`src/rtl/atilt_pkg.sv`:
```
// Package: shared constants, types and the CORDIC angle table for the tilt filter.
`timescale 1ns / 1ps
`default_nettype none
package atilt_pkg;
	localparam int CordicSteps = 20;
	localparam int StepW = 5;
	localparam int XW = 36;
	localparam int YW = 36;
	localparam int ZW = 24;
	localparam int SqW = 48;
	localparam int RootW = 24;
	localparam int SqrtIter = 24;
	localparam int SqrtCntW = 5;
	localparam logic signed [17:0] AngleLimit = 18'sd46080;

	localparam logic [3:0] DirStop = 4'd0;
	localparam logic [3:0] DirFwd = 4'd1;
	localparam logic [3:0] DirBack = 4'd2;
	localparam logic [3:0] DirRight = 4'd3;
	localparam logic [3:0] DirLeft = 4'd4;
	localparam logic [3:0] DirFwdRight = 4'd5;
	localparam logic [3:0] DirFwdLeft = 4'd6;
	localparam logic [3:0] DirBackRight = 4'd7;
	localparam logic [3:0] DirBackLeft = 4'd8;
	localparam logic [3:0] DirNone = 4'd9;

	localparam logic [1:0] ClsCentre = 2'd0;
	localparam logic [1:0] ClsPlus = 2'd1;
	localparam logic [1:0] ClsMinus = 2'd2;
	localparam logic [1:0] ClsEdge = 2'd3;

	localparam logic [1:0] RegPitchTrim = 2'd0;
	localparam logic [1:0] RegRollTrim = 2'd1;
	localparam logic [1:0] RegNewWeight = 2'd2;
	localparam logic [1:0] RegDeadZone = 2'd3;

	typedef struct packed {
		logic signed [XW-1:0] x;
		logic signed [YW-1:0] y;
		logic signed [ZW-1:0] z;
	} cordic_vec_t;

	function automatic logic signed [ZW-1:0] atan_entry(input logic [StepW-1:0] i);
		logic signed [ZW-1:0] v;
		case (i)
			5'd0: v = 24'sd2949120;
			5'd1: v = 24'sd1740967;
			5'd2: v = 24'sd919879;
			5'd3: v = 24'sd466945;
			5'd4: v = 24'sd234379;
			5'd5: v = 24'sd117304;
			5'd6: v = 24'sd58666;
			5'd7: v = 24'sd29335;
			5'd8: v = 24'sd14668;
			5'd9: v = 24'sd7334;
			5'd10: v = 24'sd3667;
			5'd11: v = 24'sd1833;
			5'd12: v = 24'sd917;
			5'd13: v = 24'sd458;
			5'd14: v = 24'sd229;
			5'd15: v = 24'sd115;
			5'd16: v = 24'sd57;
			5'd17: v = 24'sd29;
			5'd18: v = 24'sd14;
			5'd19: v = 24'sd7;
			default: v = '0;
		endcase
		return v;
	endfunction
endpackage
`default_nettype wire

```
`src/rtl/atilt_sqrt.sv`:
```
// Square root: restoring, one result bit per cycle.
`timescale 1ns / 1ps
`default_nettype none
module atilt_sqrt
	import atilt_pkg::*;
(
	input wire logic clk,
	input wire logic arst_n,
	input wire logic start,
	input wire logic [SqW-1:0] radicand,
	output logic done,
	output logic [RootW-1:0] root
);
	logic [SqW-1:0] rem_q;
	logic [SqW-1:0] res_q;
	logic [SqW-1:0] bit_q;
	logic [SqrtCntW-1:0] cnt_q;
	logic busy_q;
	logic [SqW-1:0] trial;

	assign trial = res_q + bit_q;
	assign root = res_q[RootW-1:0];

	always_ff @(posedge clk or negedge arst_n) begin
		if (!arst_n) begin
			busy_q <= 1'b0;
			done <= 1'b0;
			cnt_q <= '0;
		end else begin
			done <= 1'b0;
			if (start) begin
				busy_q <= 1'b1;
				cnt_q <= '0;
			end else if (busy_q) begin
				cnt_q <= cnt_q + 1'b1;
				if (cnt_q == SqrtCntW'(SqrtIter - 1)) begin
					busy_q <= 1'b0;
					done <= 1'b1;
				end
			end
		end
	end

	always_ff @(posedge clk) begin
		if (start) begin
			rem_q <= radicand;
			res_q <= '0;
			bit_q <= {2'b01, {(SqW-2){1'b0}}};
		end else if (busy_q) begin
			if (rem_q >= trial) begin
				rem_q <= rem_q - trial;
				res_q <= (res_q >> 1) + bit_q;
			end else begin
				res_q <= res_q >> 1;
			end
			bit_q <= bit_q >> 2;
		end
	end
endmodule
`default_nettype wire

```
`config.mk`:
```
export PLATFORM = sky130hd
export DESIGN_NAME = atilt_sqrt
export DESIGN_NICKNAME = d
export VERILOG_FILES = /design/src/rtl/atilt_pkg.sv /design/src/rtl/atilt_sqrt.sv
export SDC_FILE = /design/constraint.sdc
export NUM_CORES = 1
export LEC_CHECK = 0
export BUFFER_PORTS_ARGS = -buffer_cell sky130_fd_sc_hd__buf_2
export CORE_ASPECT_RATIO = 0.9
export CORE_MARGIN = 5
export CORE_UTILIZATION = 40
export CTS_CLUSTER_SIZE = 25
export DETAILED_ROUTE_END_ITERATION = 12
export SLEW_MARGIN = 30
export SYNTH_ARGS = -nofsm -noshare
export SYNTH_HDL_FRONTEND = slang
export SYNTH_SLANG_ARGS = --single-unit
```
`constraint.sdc`:
```
create_clock -name clk -period 19.2 [get_ports clk]
set_clock_uncertainty 0.2 [all_clocks]
set_input_delay 0.96 -clock clk [delete_from_list [all_inputs] [get_ports clk]]
set_output_delay 0.96 -clock clk [all_outputs]
set_load 0.005 [all_outputs]
```
==> metrics.csv, run 1 <==
stage,metric,value,unit
cts,H-tree Lvls,4,
floorplan,Core Area,0.0280,mm2
run_status,outcome,"finished, final reports clean",
synthesis,mapped cell area,0.0114,mm2
synthesis,yosys warns,0,
power_and_ir_drop,VDD IR max,66.7,uV
floorplan,Initial Util,40.6,%
synthesis,Synth area leader,dfxtp_1,
critical_path,Critical Path End Type,flip-flop,
synthesis,post-synthesis sequential area ratio,26.9,%
floorplan,Boundary Pins,76,
timing,RSZ-0062 raised after global routing,no,
routing,DR iter-0 viols,882,
floorplan,Die X,188,um
finish,Antenna diodes,0,
placed_design,input/output buffers,75,
synthesis,"Avg Cell Area, Syn",8.02,um2
power_and_ir_drop,pwr dens,142,mW/mm2
cts,Clock Pin Slew Worst Setup and Hold Paths,60,ps
routing,per-cell routed wire length,18.0,um
critical_path,Crit path max-delay family,compound AO/OA/AOI/OAI gates,
synthesis,Post-synth top cells,"166 x nand2_1, 145 x nor2_1, 99 x ha_1",
routing,Detailed Routing Iterations Pass 1,6,
synthesis,most frequent cell after synthesis,nand2_1,
timing,Worst slew margin,43.8,%
critical_path,CP required,19060,ps
routing,via count,10400,
power_and_ir_drop,Static Leak,5.14,nW
timing,Slew @ Worst Pin,843,ps
routing,antenna-violating nets left,0,
floorplan,Die Area,0.0319,mm2
timing,final setup vio count,0,
timing,Slew Limit Fails,0,
cts,clk root buf,clkbuf_16,
placed_design,Placer Congestion,0.950,
hold_path,type of the tightest min-delay check,input pin to async pin,
finish,Final Net Count,1577,
timing,fmax,153,MHz
placed_design,HPWL after DPL,24.1,mm
cts,cts bufs inserted,17,
finish,P&R area growth vs syn,9.27,%
synthesis,synthesized flop and latch total,127,
routing,DR vias/cell,5.77,
critical_path,CP Buf/Inv Count,3,
cts,CTS Sinks,127,
synthesis,"FFs w/ async S/R, synth",5.51,%
global_routing,global-route wire length before repair,53.1,mm
finish,share of layout cells above drive strength 1,10.5,%
flow_run,max_cap viols,0,
timing,post-route setup slack,12650,ps
floorplan,Die Y,170,um
finish,Filler Cell Count,2855,
global_routing,initial antenna violation count,0,
synthesis,top post-synthesis cells by area,"dfxtp_1 13%, edfxtp_1 13%, ha_1 11%",
cts,CTS tree,done,
floorplan,FP Rows,58,
synthesis,Synth Flop Type,dfxtp_1,
synthesis,Synth cell types,78,
synthesis,Syn Nets,1570,
cts,post-CTS sizing,0,
synthesis,"EDFF count, synth",48,
critical_path,CP Launch Type,flip-flop,
global_routing,Total GRT Usage,20.3,%
critical_path,CP arrival,6410,ps
routing,Routed WL,32.3,mm
routing,# DRC,0,
synthesis,Post-Synthesis Cells,1419,
critical_path,CP Class,flip-flop to flip-flop,
timing,post-route setup TNS,0,ps
power_and_ir_drop,"Power, Total",0.00176,W
critical_path,CP max-delay cell,nor4_1,
critical_path,crit path max fanout,48,
cts,post-CTS setup buffers,0,
global_routing,vias in the first global route,9907,
global_routing,pin count of the biggest net entering global routing,74,
synthesis,post-synth top area share,12.7,%
timing,fin crit share,34.1,%
cts,clock tree buffer depth,2,
placed_design,pre-CTS setup slack,12760,ps
timing,Final min period,6550,ps
critical_path,CP Cell Sequence,"ha_1, ha_1, a21o_1, a31oi_1, o21ai_1, a21oi_1, nor4_1, o31ai_1, a21boi_0, xnor2_1, ha_1, and2_1, nand3_1, o221a_2, o211ai_1, a21oi_2, buf_4, or2_1, buf_4, o21ai_4, buf_4",
global_routing,total congestion overflow,0,
critical_path,critical path's largest stage delay,750,ps
cts,Worst-Skew Late Latency,430,ps
cts,hold buffer count at cts,0,
timing,final hold violations,0,
state kept, by name (all words and copies together), names as in the netlist:
name	flops
cnt_q	5
rem_q	48
done	1
busy_q	1
bit_q	24
res_q	48
worst register-to-register path, stage by stage, from the launching register on:
cell	delay (ps)
dfxtp_1	360
ha_1	190
ha_1	200
a21o_1	150
a31oi_1	160
o21ai_1	330
a21oi_1	240
nor4_1	750
o31ai_1	250
a21boi_0	260
xnor2_1	100
ha_1	350
and2_1	270
nand3_1	160
o221a_2	300
o211ai_1	210
a21oi_2	60
buf_4	230
or2_1	390
buf_4	280
o21ai_4	160
buf_4	550
final timing paths:
check	startpoint	to	slack [ps]	depth (start not counted)
max	res_q[0]$_SDFFE_PP0P_	rem_q[47]$_DFFE_PP_	12650	21
min	arst_n	done$_DFF_PN0_	160	1
max reg2reg	res_q[0]$_SDFFE_PP0P_	rem_q[47]$_DFFE_PP_	12650	21
min reg2reg	res_q[0]$_SDFFE_PP0P_	res_q[0]$_SDFFE_PP0P_	320	2
max in group asynchronous	arst_n	busy_q$_DFF_PN0_	18460	1
min in group clk	res_q[0]$_SDFFE_PP0P_	res_q[0]$_SDFFE_PP0P_	320	2
cell usage in the layout (no fill, tap or decap), drive strengths merged, types with 13 or more instances in the layout:
| master | netlist | routed |
|---|---|---|
| and3 | 19 | 19 |
| edfxtp | 48 | 48 |
| xnor2 | 65 | 65 |
| a31oi | 40 | 40 |
| nor2 | 145 | 145 |
| nand3 | 22 | 22 |
| clkbuf | 64 | 25 |
| nor3 | 33 | 33 |
| ha | 99 | 99 |
| buf | 32 | 84 |
| a21oi | 91 | 91 |
| o21a | 14 | 14 |
| dfxtp | 72 | 72 |
| o31ai | 14 | 14 |
| mux2i | 31 | 31 |
| inv | 28 | 29 |
| xor2 | 53 | 53 |
| a211oi | 33 | 33 |
| o21ai | 101 | 101 |
| o21bai | 19 | 19 |
| nand2 | 166 | 166 |
| a21o | 31 | 31 |
| nand4 | 27 | 27 |
| a311oi | 13 | 13 |
per-layer routing:
| metal | wire (um) | up-vias | share of wire (%) | GRT usage (%) |
|---|---|---|---|---|
| li1 | - | 5243 | - | - |
| met1 | 16500 | 4829 | 51 | 30.3 |
| met2 | 13600 | 285 | 42 | 30.2 |
| met3 | 1900 | 31 | 5.9 | 4.14 |
| met4 | 399 | 0 | 1.2 | 4.56 |
| met5 | 0 | - | 0 | 0 |
area by class of cell:
| class | instances | area, um2 | share of cell area (%) |
|---|---|---|---|
| flip-flops and latches | 127 | 3060 | 24.6 |
| clock buffers | 25 | 528 | 4.25 |
| well taps | 360 | 450 | 3.62 |
| clock inverters | 7 | 71.3 | 0.573 |
| multi-input cells | 1168 | 7780 | 62.5 |
| inverters | 28 | 105 | 0.845 |
| repair buffers | 84 | 445 | 3.58 |
cells by family (layout without fill, tap and decap cells):
logic type / Yosys count / after routing / synth area share (%)
AO/OA/AOI/OAI: 433 / 433 / 25.5
XOR/XNOR: 118 / 118 / 9.08
adder cells (fa/ha/maj): 100 / 100 / 11.1
buffers and inverters: 124 / 144 / 4.98
flip-flops: 127 / 127 / 26.9
multiplexers: 37 / 37 / 3.32
AND/OR/NAND/NOR: 480 / 480 / 19.2
through the flow:
step | util, % | area (um2) | std cells | hold WS (ps)
2_1_floorplan | - | 11400 | 1419 | 278
3_3_place_gp | 42.3 | 11800 | 1767 | 295
3_5_place_dp | 42.3 | 11800 | 1767 | 304
4_1_cts | 44.4 | 12400 | 1799 | 142
5_1_grt | 44.4 | 12400 | 1799 | 150
6_report | 44.4 | 12400 | 1799 | 157
power by group:
part	internal, W	switching, W	leakage (nW)
clock network	0.000204	0.000131	0.294
registers	0.000386	0.0000562	1.17
logic	0.000373	0.000611	3.68
No activity file was read; power rests on OpenSTA's default activity.
==> inputs of run 2 (changes only) <==
- ABC_AREA: unset -> 1
- clock period: 19.2 -> 5.6 ns (I/O delays scaled with it)
==> run 2 against run 1 <==
Global-route usage rose by 8.1 points; sequential share of layout area down 5.9 points; clock power grew to 3.6 times the previous value; die area increased by 26%; cell area up 31%; critical path type unchanged; largest cell class unchanged; largest power group unchanged.
==> metrics.csv, run 2 <==
stage,metric,value,unit
run_status,outcome,"finished, final reports clean",
placed_design,HPWL after DPL,47.4,mm
timing,Slew Limit Fails,0,
placed_design,input/output buffers,75,
synthesis,post-synth top area share,21.4,%
synthesis,"Avg Cell Area, Syn",5.80,um2
finish,Filler Cell Count,3953,
global_routing,Total GRT Usage,28.3,%
global_routing,total congestion overflow,0,
power_and_ir_drop,pwr dens,482,mW/mm2
global_routing,pin count of the biggest net entering global routing,60,
hold_path,type of the tightest min-delay check,input pin to async pin,
power_and_ir_drop,Static Leak,7.74,nW
global_routing,initial antenna violation count,0,
cts,H-tree Lvls,4,
critical_path,CP arrival,5180,ps
finish,"Cell Count, Final, Fillers Out",3080,
synthesis,Synth Flop Type,dfxtp_1,
finish,Final Net Count,2741,
synthesis,Post-synth top cells,"829 x nand2_1, 388 x inv_1, 231 x nand3_1, 231 x nor2_1, 128 x a21oi_1",
placed_design,Placer Congestion,1.01,
finish,"commonest non-fill, non-tap cell in the layout",nand2_1,
routing,# DRC,0,
global_routing,global-route wire length before repair,87.5,mm
critical_path,CP Launch Type,flip-flop,
placed_design,placed cells,2998,
critical_path,CP max-delay cell,o21ai_1,
synthesis,synthesized flop and latch total,127,
cts,clk root buf,clkbuf_16,
synthesis,Post-Synthesis Cells,2508,
cts,CTS Sinks,127,
synthesis,Synth cell types,47,
finish,share of layout cells above drive strength 1,6.38,%
finish,"leading cell types in the layout, fill and taps excluded","829 x nand2_1, 387 x inv_1, 231 x nand3_1",
critical_path,critical path's largest stage delay,490,ps
floorplan,Die Area,0.0403,mm2
cts,cts bufs inserted,17,
critical_path,CP Buf/Inv Count,2,
timing,RSZ-0062 raised after global routing,no,
cts,Worst-Skew Late Latency,470,ps
timing,Slew @ Worst Pin,834,ps
finish,P&R area growth vs syn,12.3,%
synthesis,post-synthesis sequential area ratio,21.0,%
floorplan,Die X,211,um
floorplan,Boundary Pins,76,
synthesis,yosys warns,0,
cts,clock tree buffer depth,2,
critical_path,CP Class,flip-flop to flip-flop,
flow_run,max_cap viols,0,
critical_path,Crit path max-delay family,compound AO/OA/AOI/OAI gates,
synthesis,Syn Nets,2659,
finish,fin util,45.4,%
synthesis,Synth area leader,nand2_1,
cts,Clock Pin Slew Worst Setup and Hold Paths,70,ps
critical_path,Critical Path End Type,flip-flop,
timing,post-route setup TNS,0,ps
timing,Worst slew margin,44.4,%
critical_path,Critical Path Most Common Cell,nand2_1,
routing,DR iter-0 viols,1712,
finish,Largest regs,"rem_q x48, res_q x48, bit_q x24",
routing,Routed WL,57.9,mm
floorplan,FP Rows,66,
synthesis,top post-synthesis cells by area,"nand2_1 21%, inv_1 10%, dfxtp_1 9.9%",
routing,Detailed Routing Iterations Pass 1,5,
timing,Final min period,5060,ps
finish,register area,0.00306,mm2
timing,final setup vio count,0,
routing,antenna-violating nets left,0,
synthesis,"EDFF count, synth",48,
routing,per-cell routed wire length,18.8,um
routing,via count,16400,
synthesis,mapped cell area,0.0145,mm2
critical_path,CP Cell Sequence,"ha_1, ha_1, nand2_1, a21oi_1, o21ai_1, o21ai_0, xnor2_1, ha_1, nand2_1, inv_2, nand2_1, nand2_1, a21oi_1, nand3_1, nand3_2, buf_4, nand3_1, nand3_1, o21ai_0",
critical_path,CP required,5730,ps
cts,CTS tree,done,
finish,Multi-input gate area,0.00961,mm2
timing,fin crit share,90.3,%
power_and_ir_drop,VDD IR max,274,uV
routing,DR vias/cell,5.33,
floorplan,Core Area,0.0360,mm2
floorplan,Initial Util,40.4,%
timing,fmax,198,MHz
synthesis,most frequent cell after synthesis,nand2_1,
global_routing,vias in the first global route,14900,
critical_path,crit path max fanout,38,
synthesis,"FFs w/ async S/R, synth",5.51,%
timing,final hold violations,0,
floorplan,Die Y,191,um
[run 2: per-stage QoR]
step	hold WS [ps]	setup slack [ps]	total power [W]	instance area (um2)
final	4.80	545	0.00787	16300
after global placement	-81.1	423	0.00653	15200
after global routing	23.2	265	0.00854	16300
after detailed placement	-74.4	452	0.00657	15200
after floorplan	-216	378	0.00518	14500
after CTS	2.87	423	0.00780	16300
[run 2: report_power, final]
group / switching, W / leakage [nW] / internal [W] / total, W
logic: 0.00338 / 6.26 / 0.00167 / 0.00505
clock network: 0.000512 / 0.298 / 0.000674 / 0.00119
registers: 0.000282 / 1.18 / 0.00135 / 0.00164
total: 0.00417 / 7.74 / 0.00370 / 0.00787
[run 2: metal layers]
metal	GRT usage (%)	vias to the layer above	share of wire (%)	wire [um]
li1	-	8223	-	-
met1	42.3	7545	49	28200
met2	41.1	598	40	23400
met3	6.83	54	8.9	5160
met4	6.63	0	2.0	1150
met5	0	-	0	0
[run 2: cell families (layout without fill, tap and decap cells)]
group / Yosys count / in the layout / synth area share (%)
AOI/OAI and AO/OA: 329 / 329 / 12.3
xor gates and xnor gates: 67 / 67 / 4.04
adders and majority gates: 100 / 100 / 8.66
buffers and inverters: 467 / 562 / 13.1
DFF: 127 / 127 / 21.0
other: 0 / 1 / 0
and+or+nand+nor: 1418 / 1418 / 40.9
[run 2: layout make-up]
cell class | instances | share of cell area, %
multi-input cells | 1914 | 58.8
flip-flops and latches | 127 | 18.7
inverters | 393 | 9.03
repair buffers | 137 | 6.13
well taps | 476 | 3.65
clock buffers | 18 | 2.69
clock inverters | 14 | 0.935
diodes | 1 | 0.0153
[run 2: path summary, 6_finish.rpt]
check / from / cells past startpoint / endpoint / slack [ps]
max: res_q[0]$_SDFFE_PP0P_ / 19 / res_q[8]$_SDFFE_PP0P_ / 540
max reg2reg: res_q[0]$_SDFFE_PP0P_ / 19 / res_q[8]$_SDFFE_PP0P_ / 540
min reg2reg: res_q[45]$_SDFFE_PP0P_ / 2 / res_q[45]$_SDFFE_PP0P_ / 290
min in group clk: start / 2 / cnt_q[4]$_DFFE_PN0P_ / 200
min: arst_n / 2 / cnt_q[2]$_DFFE_PN0P_ / 5
max in group asynchronous: arst_n / 2 / busy_q$_DFF_PN0_ / 5040
[run 2: worst register-to-register path, cell delays in order, from the launching register on]
cell and delay [ps]:
dfxtp_1 330, ha_1 220, ha_1 240, nand2_1 130, a21oi_1 70, o21ai_1 490
o21ai_0 430, xnor2_1 460, ha_1 360, nand2_1 140, inv_2 50, nand2_1 60
nand2_1 80, a21oi_1 330, nand3_1 280, nand3_2 200, buf_4 430, nand3_1 240
nand3_1 120, o21ai_0 80
[run 2: timing repair]
| action | 4_1_cts | 5_1_grt |
|---|---|---|
| gates resized for setup | 0 | 1 |
| setup endpoints to repair | 0 | 5 |
| hold buffers | 49 | 0 |
| hold endpoints to repair | 55 | 0 |
| buffers inserted | 0 | 0 |
